## config.mk

```make
export PLATFORM = sky130hd
export DESIGN_NAME = sem_isqrt
export DESIGN_NICKNAME = d
export VERILOG_FILES = /design/src/sem_pkg.sv /design/src/sem_isqrt.sv
export SDC_FILE = /design/constraint.sdc
export NUM_CORES = 1
export LEC_CHECK = 0
export BUFFER_PORTS_ARGS = -buffer_cell sky130_fd_sc_hd__buf_2
export CORE_MARGIN = 3
export CORE_UTILIZATION = 31
export DETAILED_ROUTE_END_ITERATION = 8
export PLACE_DENSITY = 0.54
export SETUP_SLACK_MARGIN = 0.2
export SYNTH_ARGS = -nofsm -noshare
export SYNTH_HDL_FRONTEND = slang
export SYNTH_SLANG_ARGS = --single-unit
```

## constraint.sdc

```tcl
create_clock -name clk -period 32.9 [get_ports clk]
set_clock_uncertainty 0.15 [all_clocks]
set_input_delay 6.58 -clock clk [delete_from_list [all_inputs] [get_ports clk]]
set_output_delay 6.58 -clock clk [all_outputs]
set_load 0.02 [all_outputs]
```

## src/sem_pkg.sv

```systemverilog
`default_nettype none

package sem_pkg;

    localparam int PIXEL_W           = 8;
    localparam int MAG_W             = 11;
    localparam int WIDTH_REG_W       = 11;
    localparam int HEIGHT_REG_W      = 13;
    localparam int CFG_DATA_W        = 13;
    localparam int CFG_INDEX_W       = 2;
    localparam int MAX_WIDTH_DEFAULT = 1024;
    localparam int MAX_HEIGHT        = 4096;
    localparam int WIDTH_RESET       = 512;
    localparam int HEIGHT_RESET      = 512;

    // Signed gradient and root accumulator widths (|g| <= 1020, sum < 2^21)
    localparam int GRAD_W     = 11;
    localparam int ACC_W      = 2 * GRAD_W;
    localparam int SQRT_STEPS = 11;

    typedef enum logic [CFG_INDEX_W-1:0] {
        REG_FRAME_WIDTH  = 2'd0,
        REG_FRAME_HEIGHT = 2'd1
    } cfg_reg_t;

    typedef logic [PIXEL_W-1:0] pixel_t;

    typedef struct packed {
        pixel_t top;
        pixel_t mid;
        pixel_t bot;
    } column_t;

    typedef struct packed {
        pixel_t upper;
        pixel_t middle;
    } line_word_t;

    // Per-pixel request from the counter stage to the line buffer
    typedef struct packed {
        pixel_t v;
        logic   top_ok;
        logic   mid_ok;
        logic   left_ok;
        logic   edge_res;
        logic   inner_res;
        logic   last;
    } pix_req_t;

    typedef struct packed {
        logic signed [GRAD_W-1:0] gx;
        logic signed [GRAD_W-1:0] gy;
        logic                     last;
    } grad_t;

    function automatic logic signed [GRAD_W-1:0] ext_pixel(input pixel_t p);
        return $signed(GRAD_W'(p));
    endfunction

endpackage

`default_nettype wire

```

## src/sem_isqrt.sv

```systemverilog
`default_nettype none

module sem_isqrt (
    input  wire logic                     clk,
    input  wire logic                     rst_n,
    input  wire logic                     in_valid,
    input  wire sem_pkg::grad_t           in_grad,
    output logic                          in_ready,
    output logic                          out_valid,
    output logic [sem_pkg::MAG_W-1:0]     out_magnitude,
    output logic                          out_last,
    input  wire logic                     out_ready
);
    import sem_pkg::*;

    logic  adv;
    logic  s0_valid_reg;
    grad_t s0_reg;
    logic signed [ACC_W-1:0] sq_x;
    logic signed [ACC_W-1:0] sq_y;

    logic             valid_reg [SQRT_STEPS+1];
    logic [ACC_W-1:0] rem_reg   [SQRT_STEPS+1];
    logic [ACC_W-1:0] res_reg   [SQRT_STEPS+1];
    logic             last_reg  [SQRT_STEPS+1];

    logic [ACC_W-1:0] trial    [SQRT_STEPS];
    logic [ACC_W-1:0] rem_next [SQRT_STEPS];
    logic [ACC_W-1:0] res_next [SQRT_STEPS];

    // Whole pipeline moves together; stall only when the output is held
    assign adv      = !valid_reg[SQRT_STEPS] || out_ready;
    assign in_ready = adv;

    assign sq_x = s0_reg.gx * s0_reg.gx;
    assign sq_y = s0_reg.gy * s0_reg.gy;

    always_comb
    begin
        for (int k = 0; k < SQRT_STEPS; k++)
        begin
            trial[k] = res_reg[k] + (ACC_W'(1) << (2 * (SQRT_STEPS - 1 - k)));
            if (rem_reg[k] >= trial[k])
            begin
                rem_next[k] = rem_reg[k] - trial[k];
                res_next[k] = (res_reg[k] >> 1) + (ACC_W'(1) << (2 * (SQRT_STEPS - 1 - k)));
            end
            else
            begin
                rem_next[k] = rem_reg[k];
                res_next[k] = res_reg[k] >> 1;
            end
        end
    end

    always_ff @(posedge clk)
    begin
        if (adv)
        begin
            s0_reg      <= in_grad;
            rem_reg[0]  <= $unsigned(sq_x) + $unsigned(sq_y);
            res_reg[0]  <= '0;
            last_reg[0] <= s0_reg.last;
            for (int k = 0; k < SQRT_STEPS; k++)
            begin
                rem_reg[k+1]  <= rem_next[k];
                res_reg[k+1]  <= res_next[k];
                last_reg[k+1] <= last_reg[k];
            end
        end
    end

    always_ff @(posedge clk or negedge rst_n)
    begin
        if (!rst_n)
        begin
            s0_valid_reg <= 1'b0;
            for (int k = 0; k <= SQRT_STEPS; k++)
            begin
                valid_reg[k] <= 1'b0;
            end
        end
        else if (adv)
        begin
            s0_valid_reg <= in_valid;
            valid_reg[0] <= s0_valid_reg;
            for (int k = 0; k < SQRT_STEPS; k++)
            begin
                valid_reg[k+1] <= valid_reg[k];
            end
        end
    end

    assign out_valid     = valid_reg[SQRT_STEPS];
    assign out_magnitude = res_reg[SQRT_STEPS][MAG_W-1:0];
    assign out_last      = last_reg[SQRT_STEPS];

endmodule

`default_nettype wire

```

==> results by group, run 1 <==
Outcome
  • Status: finished, final reports clean

Placed design
  • Number of I/O port buffers: 40
  • Pre-CTS setup slack: 18540 ps
  • Detail Placement HPWL: 34580 µm
  • Gpl congestion: 0.8238

Logic synthesis
  • Async S/R FF share, synth: 3.652%
  • FF+latch count, synth: 356
  • Synth Flop Type: edfxtp_1
  • Number of synthesized flops with an enable pin: 343
  • Sequential fraction of the synthesis area: roughly 44%
  • Cells after Synth: 1983
  • Avg Synthesized Cell Area: about 12 µm²
  • Mapped Area: 0.02404 mm²
  • YS warnings: 0
  • Synth unique cells: 64
  • Syn Nets: 2402

Die
  • Starting density of the core: a little under a third
  • I/O pin count: 41
  • Die width: ~280 µm
  • Die area: between 0.08 and 0.09 mm²
  • Die height: 284.5 µm
  • CORE AREA: 0.07633 mm²
  • # rows: 101

Detailed routing
  • Drt wl/cell: approximately 14 µm
  • Pre-Repair DR Iteration Count: 7
  • Final ANT Viol Nets: 0
  • DRT iter0 DRCs: between 600 and 700
  • DRC: 0
  • Vias post-DR: ~14000
  • Vias per cell: 4.471
  • Detailed-route wire length: 44530 µm

Timing
  • Max-slew violation count: 0
  • RSZ-0062 raised after global routing: no
  • Hold Vio Cnt, Final: 0
  • Measured slew at the worst slew-check pin: ~1100 ps
  • Crit path time final: 14340 ps
  • Final setup margin: 18560 ps
  • Max Freq: about 0.07 GHz
  • Final worst-path cycle share: a little over two fifths
  • Setup violations, final: 0
  • Relative max-transition margin: about a quarter
  • Setup TNS Final: 0 ps

Global route
  • First-pass GRT wire length: 75480 µm
  • Initial antenna violation count: 0
  • GRT Resource Usage Total: between 10% and 20%
  • Vias in the first global route: ~15000
  • Largest net degree at the start of global routing: 80
  • Total gr overflow: 0

Setup path
  • R2R setup slack: 25510 ps
  • CP arrival: 7610 ps
  • CP Class: input pin to output pin
  • Worst EP required: approximately 26000 ps
  • Reg2Reg Capture Point: rem_reg[0][21]
  • Setup crit start kind: input pin
  • Worst reg2reg path depth: 20
  • R2r startpoint: s0_reg[13]
  • Critical path capture point type: output pin
  • Largest fanout on the critical path: 72

Clock network
  • CTS resizes: 0
  • Post-CTS Hold Fix Bufs: 0
  • Clk_lat worst skew: roughly 580 ps
  • Clock Pin Slew Worst Setup and Hold Paths: 60 ps
  • Clock Sinks: 356
  • H-Tree Level Count: 2
  • Max clock buf depth: 3
  • Total CTS buffers: 41
  • Root Driver: clkbuf_16
  • CTS tree: done
  • Setup bufs post-CTS: 0

Layout
  • Ant diodes: 0
  • Fill count: 7564
  • Number of flip-flops in the largest register: 242
  • Post-synthesis to final-layout area growth: 11.32%
  • Nets: about 2500
  • Layout cells sized above 1: 7.112%

Worst hold path
  • Worst min-delay path category: flop to flop
  • Hold path start: rem_reg[0][5]
  • Hold depth: 0
  • Endpoint, Worst Hold: rem_reg[1][5]

Run
  • Max-cap violation count: 0
-- logic make-up after synthesis --
kind of cell / synth area share (%)
adder cells (fa/ha/maj): 27.87
buffers and inverters: 7.043
multiplexers: 1.067
AO/OA/AOI/OAI: 5.330
XOR/XNOR: 4.445
AND/OR/NAND/NOR: 10.04
flip-flops: 44.20
-- per-layer routing --
| metal | routed length, µm | GRT usage (%) | vias to the layer above |
|---|---|---|---|
| met5 | 0 | 0 | - |
| met3 | 1416 | 1.828 | 83 |
| met2 | 22950 | 20.36 | 182 |
| met4 | 1326 | 3.794 | 0 |
| met1 | 18840 | 13.93 | 6911 |
| li1 | - | - | 6670 |
-- cell usage in the layout (no fill, tap or decap), types with 4 or more instances in the layout --
cell | netlist | routed
clkbuf_16 | 0 | 41
clkbuf_1 | 34 | 9
nand3_1 | 20 | 20
nand2b_1 | 21 | 21
buf_2 | 0 | 40
and2_1 | 60 | 60
dfrtp_1 | 13 | 13
a211oi_1 | 5 | 5
buf_4 | 0 | 7
clkinv_2 | 0 | 6
fa_1 | 239 | 239
nor4_1 | 27 | 27
xor2_1 | 51 | 51
nor4b_1 | 7 | 7
nand3b_1 | 8 | 8
nor2_1 | 74 | 74
o21ai_0 | 58 | 58
clkinv_1 | 0 | 7
o21bai_1 | 4 | 4
nand2_1 | 113 | 113
or2_2 | 8 | 8
o31ai_1 | 8 | 8
a21oi_1 | 48 | 48
nor3_1 | 25 | 25
nand4_1 | 14 | 14
or3_1 | 8 | 8
a21o_1 | 17 | 17
xnor2_1 | 71 | 71
edfxtp_1 | 343 | 343
nor2b_1 | 32 | 32
o21a_1 | 32 | 32
o211ai_1 | 4 | 4
bufinv_16 | 0 | 4
mux2_2 | 17 | 17
nor4_2 | 4 | 4
or4_1 | 4 | 4
inv_1 | 404 | 403
ha_1 | 153 | 153
-- area by class of cell --
type,instances,area (µm²),share of cell area (%)
Multi-Input combinational cell,1185,11720,43.80
Inverter,404,1524,5.696
Timing Repair Buffer,47,252.7,0.9446
Clock buffer,50,1060,3.961
Tap cell,1030,1289,4.816
Sequential cell,356,10630,39.71
Clock inverter,25,287.8,1.076
-- synthesized netlist by cell type (all sizes together), types with 3 or more instances --
cell,instances,area (µm²)
a211oi,5,37.54
a21boi,3,22.52
a21o,17,127.6
a21oi,48,240.2
and2,60,375.4
and3,3,18.77
buf,4,48.79
clkbuf,34,127.6
dfrtp,13,325.3
edfxtp,343,10300
fa,239,4785
ha,153,1914
inv,404,1516
mux2,20,236.5
nand2,113,424.2
nand2b,21,131.4
nand3,20,100.1
nand3b,8,60.06
nand4,14,87.58
nand4b,3,26.28
nor2,74,277.8
nor2b,32,200.2
nor3,25,125.1
nor3b,3,22.52
nor4,31,219.0
nor4b,10,115.1
o211ai,4,30.03
o21a,32,240.2
o21ai,61,305.3
o21bai,5,48.80
o31ai,8,60.06
or2,8,50.05
or3,8,50.05
or4,6,52.55
xnor2,71,621.9
xor2,51,446.7
-- stage by stage --
step / cells / hold slack [ps] / utilization (%) / instance area, µm²
after floorplan: 1983 / 250.3 / - / 24040
after global placement: 3022 / 254.8 / 33.29 / 25410
after detailed placement: 3022 / 254.5 / 33.29 / 25410
after CTS: 3097 / 261.6 / 35.06 / 26760
after global routing: 3097 / 273.4 / 35.06 / 26760
final: 3097 / 262.5 / 35.06 / 26760
-- critical path, stage by stage --
cell and delay [ps]:
buf_2 80, nor2b_1 40, buf_4 200, inv_8 380, buf_2 270
-- how the worst max path moves through the flow --
| stage | start | end | slack [ps] | depth (start not counted) |
|---|---|---|---|---|
| finish | out_ready | in_ready | 18560 | 5 |
| global route | out_ready | in_ready | 18480 | 5 |
| CTS | out_ready | in_ready | 18540 | 5 |
| detailed placement | out_ready | in_ready | 18540 | 5 |
| global placement | out_ready | in_ready | 18540 | 5 |
| floorplan | out_ready | in_ready | 12460 | 4 |
Power of run 1 is left out: the tool's default activity adds up to more than one toggle a clock period on the data nets, which glitch-free logic cannot reach.
==> run 2, diff against run 1 <==
- clock period: 32.9 -> 13.78 ns (I/O delays scaled with it)
==> run 2 against run 1 <==
  * Die area stayed put
  * Non-clock buffer count is 2 lower
  * Register-to-register slack worse by 19000 ps
  * Via count grew 0.15%
  * Core utilization about the same
  * Routed wire length up 1.1%
  * Clock-buffer cell count fell by 2
  * First-iteration DRC count increased by 6.1%
  * Sequential cell count is the same
  * Global-route usage rose by 0.066 points
==> results by group, run 2 (synthesized netlist as in run 1, its figures left out) <==
Setup path
  • Levels on crit path: 20 (was 5)
  • CP arrival: 7360 ps (was 7610 ps)
  • CP max stage delay: 790 ps (was 380 ps)
  • Largest fanout on the critical path: 21 (was 72)
  • Most frequent cell on the critical path: fa_1 (was buf_2)
  • CP max-delay cell: edfxtp_1 (was inv_8)
  • Worst reg2reg path depth: 20 (unchanged)
  • Crit path buf inv count: 5 (was 4)
  • Cell Chain, Critical Path: nand2_1, inv_1, fa_1, fa_1, inv_1, fa_1, inv_1, fa_1, fa_1, fa_1, inv_1, fa_1, inv_1, ha_1, nor2_1, nor2b_1, nor2_1, or3b_2, mux2i_1, or4_1 (was buf_2, nor2b_1, buf_4, inv_8, buf_2)
  • Critical path capture point type: flop (was output pin)
  • CP Class: flop to flop (was input pin to output pin)
  • Crit path max-delay family: adder cells (was buffers and inverters)
  • Setup crit start kind: flop (was input pin)
  • Worst EP required: 13920 ps (was 26170 ps)

Clock network
  • Root Driver: clkbuf_16 (unchanged)
  • Clock Pin Slew Worst Setup and Hold Paths: 60 ps (about the same)
  • CTS tree: done (unchanged)
  • CTS resizes: 0 (unchanged)
  • Clock Sinks: 356 (unchanged)
  • Setup bufs post-CTS: 0 (unchanged)
  • Clk_lat worst skew: 560 ps (was 580 ps)
  • Total CTS buffers: 41 (unchanged)
  • H-Tree Level Count: 2 (unchanged)
  • Post-CTS Hold Fix Bufs: 0 (unchanged)
  • Max clock buf depth: 3 (unchanged)

Global route
  • Initial antenna violation count: 0 (unchanged)
  • Vias in the first global route: 15050 (was 15010)
  • Total gr overflow: 0 (unchanged)
  • First-pass GRT wire length: 75610 µm (was 75480 µm)
  • Largest net degree at the start of global routing: 189 (was 80)
  • GRT Resource Usage Total: 11.44% (was 11.38%)

Worst hold path
  • Worst min-delay path category: flop to flop (unchanged)
  • Hold depth: 0 (unchanged)

Layout
  • Post-synthesis to final-layout area growth: 11.28% (was 11.32%)
  • Ant diodes: 0 (unchanged)
  • Most common cell after layout, fill and taps aside: inv_1 (unchanged)
  • Fill count: 7456 (was 7564)
  • Nets: 2452 (was 2454)
  • Number of flip-flops in the largest register: 242 (unchanged)
  • Layout cells sized above 1: 7.077% (was 7.112%)
  • Most frequent cells in the layout: inv_1 (403), edfxtp_1 (343), fa_1 (239), ha_1 (153), nand2_1 (113) (unchanged)

Placed design
  • Number of I/O port buffers: 40 (unchanged)
  • Gpl congestion: 0.8387 (was 0.8238)
  • Detail Placement HPWL: 35230 µm (was 34580 µm)

Die
  • Die height: 284.5 µm (unchanged)
  • # rows: 101 (unchanged)
  • Die area: 0.08091 mm² (unchanged)
  • CORE AREA: 0.07633 mm² (unchanged)
  • Die width: 284.5 µm (unchanged)
  • Starting density of the core: 31.49% (unchanged)
  • I/O pin count: 41 (unchanged)

Detailed routing
  • Final ANT Viol Nets: 0 (unchanged)
  • Drt wl/cell: 14.56 µm (was 14.38 µm)
  • Vias per cell: 4.483 (was 4.471)
  • Vias post-DR: 13870 (was 13850)
  • DRC: 0 (unchanged)
  • Detailed-route wire length: 45040 µm (was 44530 µm)
  • Pre-Repair DR Iteration Count: 5 (was 7)
  • DRT iter0 DRCs: 718 (was 677)

Timing
  • Relative max-transition margin: 24.24% (was 24.50%)
  • RSZ-0062 raised after global routing: no (unchanged)
  • Setup violations, final: 0 (unchanged)
  • Final worst-path cycle share: 52.39%
  • Max Freq: ~0.14 GHz
  • Max-slew violation count: 0 (unchanged)
  • Hold Vio Cnt, Final: 0 (unchanged)
  • Measured slew at the worst slew-check pin: 1128 ps (was 1124 ps)
  • Crit path time final: 7220 ps
  • Setup TNS Final: 0 ps (unchanged)

Run
  • Max-cap violation count: 0 (unchanged)

Outcome
  • Status: finished, final reports clean (unchanged)
-- run 2: cell types whose count changed in the layout (fill, tap and decap cells not counted), sizes merged --
cell	change
buf	-2
clkbuf	-2
clkinvlp	+3
inv	+1
clkinv	-4
-- run 2: area by class of cell --
type | count | area (µm²) | share of cell area, %
multi-input cells | 1185 | 11720 | 43.81
clock buffers | 48 | 1074 | 4.013
clock inverters | 25 | 267.8 | 1.001
inverters | 404 | 1524 | 5.697
repair buffers | 45 | 250.2 | 0.9355
flip-flops and latches | 356 | 10630 | 39.72
well taps | 1030 | 1289 | 4.818
-- run 2: worst paths after layout --
path,from,slack (ps),end
max,s0_reg[11],6560,rem_reg[0][20]
min,last_reg[1],270,last_reg[2]
max reg2reg,s0_reg[11],6560,rem_reg[0][20]
min reg2reg,last_reg[1],270,last_reg[2]
max in group asynchronous,rst_n,11340,valid_reg[3]
min in group asynchronous,rst_n,1930,valid_reg[11]
-- run 2: routing by layer --
layer,vias up,global-route usage [%],routed length [µm]
li1,6657,-,-
met3,91,1.756,1301
met1,6928,13.74,18550
met2,191,20.68,23560
met5,-,0,0
met4,0,4.205,1632
-- run 2: through the flow --
step | cells | area [µm²] | hold WS (ps) | worst slack [ps] | utilization (%)
after floorplan | 1983 | 24040 | 250.3 | 988.3 | -
after global routing | 3093 | 26750 | 272.4 | 6029 | 35.04
after global placement | 3020 | 25410 | 253.7 | 6669 | 33.29
after detailed placement | 3020 | 25410 | 255.7 | 6550 | 33.29
after CTS | 3093 | 26750 | 270.1 | 6539 | 35.04
final | 3093 | 26750 | 268.2 | 6560 | 35.04
Power of run 2 is left out for the same reason.
==> run 3, diff against run 2 <==
- clock period: 13.78 -> 7.3 ns (I/O delays scaled with it)
==> run 3 against run 2 <==
  * Fmax grew 6.1%
  * Register-to-register slack lost 6100 ps
  * Non-clock buffer count grew 42
  * Critical path type unchanged
  * Worst setup slack lost 6100 ps
  * Sequential share of layout area shrank 0.42 points
  * First-iteration DRC count shrank 16%
  * Cell count grew 1.3%
  * Global-route usage grew 0.058 points
==> results by group, run 3 (synthesized netlist as in run 1, its figures left out) <==
Die
  • Die area: 0.08091 mm² (unchanged)
  • # rows: 101 (unchanged)
  • I/O pin count: 41 (unchanged)
  • Die height: 284.5 µm (unchanged)
  • CORE AREA: 0.07633 mm² (unchanged)
  • Starting density of the core: 31.49% (unchanged)
  • Die width: 284.5 µm (unchanged)

Clock network
  • H-Tree Level Count: 2 (unchanged)
  • Clock Sinks: 356 (unchanged)
  • CTS tree: done (unchanged)
  • Clock Pin Slew Worst Setup and Hold Paths: 60 ps (about the same)
  • Clk_lat worst skew: 580 ps (was 560 ps)
  • Root Driver: clkbuf_16 (unchanged)
  • Total CTS buffers: 40 (was 41)
  • Post-CTS Hold Fix Bufs: 0 (unchanged)
  • Max clock buf depth: 3 (unchanged)

Global route
  • Vias in the first global route: 15030 (was 15050)
  • Largest net degree at the start of global routing: 200 (was 189)
  • GRT Resource Usage Total: 11.50% (was 11.44%)
  • Total gr overflow: 0 (unchanged)
  • Initial antenna violation count: 0 (unchanged)
  • First-pass GRT wire length: 75910 µm (was 75610 µm)

Worst hold path
  • Worst min-delay path category: flop to flop (unchanged)

Setup path
  • Largest fanout on the critical path: 18 (was 21)
  • CP arrival: 6960 ps (was 7360 ps)
  • Worst EP required: 7460 ps (was 13920 ps)
  • Critical path capture point type: flop (unchanged)
  • CP Class: flop to flop (unchanged)
  • Cell Chain, Critical Path: buf_4, and2_1, fa_1, inv_1, fa_1, inv_1, fa_1, fa_1, fa_1, fa_1, inv_1, fa_1, inv_1, ha_1, and2_1, and3_1, o211ai_1, nand3_1, a21oi_1, xnor2_1 (was nand2_1, inv_1, fa_1, fa_1, inv_1, fa_1, inv_1, fa_1, fa_1, fa_1, inv_1, fa_1, inv_1, ha_1, nor2_1, nor2b_1, nor2_1, or3b_2, mux2i_1, or4_1)
  • Most frequent cell on the critical path: fa_1 (unchanged)
  • CP max stage delay: 710 ps (was 790 ps)
  • Setup crit start kind: flop (unchanged)
  • CP max-delay cell: fa_1 (was edfxtp_1)

Detailed routing
  • Drt wl/cell: 14.57 µm (was 14.56 µm)
  • Vias per cell: 4.479 (was 4.483)
  • Detailed-route wire length: 45650 µm (was 45040 µm)
  • Pre-Repair DR Iteration Count: 5 (unchanged)
  • DRT iter0 DRCs: 605 (was 718)
  • DRC: 0 (unchanged)
  • Vias post-DR: 14040 (was 13870)
  • Final ANT Viol Nets: 0 (unchanged)

Run
  • Max-cap violation count: 0 (unchanged)

Placed design
  • Number of I/O port buffers: 40 (unchanged)
  • Detail Placement HPWL: 35690 µm (was 35230 µm)
  • Gpl congestion: 0.8515 (was 0.8387)

Timing
  • Hold Vio Cnt, Final: 0 (unchanged)
  • Max-slew violation count: 0 (unchanged)
  • Crit path time final: 6806 ps (was 7220 ps)
  • Measured slew at the worst slew-check pin: 1181 ps (was 1128 ps)
  • RSZ-0062 raised after global routing: yes (was no)
  • Setup violations, final: 0 (unchanged)
  • Max Freq: 0.1469 GHz (was 0.1385 GHz)
  • Relative max-transition margin: 20.65% (was 24.24%)
  • Final worst-path cycle share: 93.24% (was 52.39%)
  • Hold slack: 261.3 ps (was 268.2 ps)

Layout
  • Post-synthesis to final-layout area growth: 12.46% (was 11.28%)
  • Nets: 2493 (was 2452)
  • Most common cell after layout, fill and taps aside: inv_1 (unchanged)
  • Number of flip-flops in the largest register: 242 (unchanged)
  • Most frequent cells in the layout: inv_1 (402), edfxtp_1 (343), fa_1 (239), ha_1 (153), nand2_1 (112) (was inv_1 (403), edfxtp_1 (343), fa_1 (239), ha_1 (153), nand2_1 (113))
  • Layout Utilization: 35.42% (was 35.04%)
  • Layout cells sized above 1: 8.935% (was 7.077%)
  • Ant diodes: 0 (unchanged)

Outcome
  • Status: finished, final reports clean (unchanged)
==> run 3: cell types whose count changed in the layout (fill, tap and decap cells not counted), sizes merged <==
cell	previous run	this run
bufinv	4	3
buf	45	86
clkinv	12	14
clkinvlp	4	3
==> run 3: worst paths after layout <==
check,startpoint,end,slack [ps],depth (start not counted)
worst max-delay path,s0_reg[11],rem_reg[0][21],490,20
worst min-delay path,rem_reg[0][13],rem_reg[1][13],260,0
worst max register to register,s0_reg[11],rem_reg[0][21],490,20
worst min register to register,rem_reg[0][13],rem_reg[1][13],260,0
max in group asynchronous,rst_n,valid_reg[5],6150,1
min in group asynchronous,rst_n,valid_reg[11],640,1
==> run 3: what timing repair did <==
item / CTS / global route
hold endpoints to repair: 0 / 0
gates resized for setup: 0 / 3
endpoints found under the setup margin: 0 / 3
buffers inserted: 0 / 30
==> run 3: area by class of cell <==
| type | count | area (µm²) |
|---|---|---|
| flip-flops and latches | 356 | 10630 |
| repair buffers | 87 | 588.1 |
| well taps | 1030 | 1289 |
| fillers | 7490 | 49300 |
| multi-input cells | 1185 | 11720 |
| clock inverters | 25 | 256.5 |
| clock buffers | 47 | 1027 |
| inverters | 404 | 1524 |
==> run 3: worst max-delay path, delay by kind of cell (launching register included) <==
kind                       cells  cell delay (ps)
DFF                            1              460
and+or+nand+nor                4              780
buffers and inverters          5              460
AOI/OAI and AO/OA              2              410
xor gates and xnor gates       1               80
adders and majority gates      8             4170
==> run 3: per-stage QoR <==
stage / area (µm²) / std cells / setup WS (ps) / TNS (ps)
6_report: 27030 / 3134 / 493.8 / 0
5_1_grt: 27030 / 3134 / 192.0 / 0
4_1_cts: 26790 / 3104 / 310.9 / 0
3_5_place_dp: 25510 / 3032 / 312.5 / 0
3_3_place_gp: 25510 / 3032 / 507.4 / 0
2_1_floorplan: 24050 / 1983 / -353.1 / -121110
==> run 3: per-layer routing <==
layer | vias to the layer above | global-route usage (%) | share of wire, %
li1 | 6747 | - | -
met1 | 7006 | 13.89 | 42
met2 | 201 | 20.52 | 51
met3 | 84 | 2.125 | 3.8
met4 | 0 | 4.025 | 3.3
met5 | - | 0 | 0
Power of run 3 is left out for the same reason.
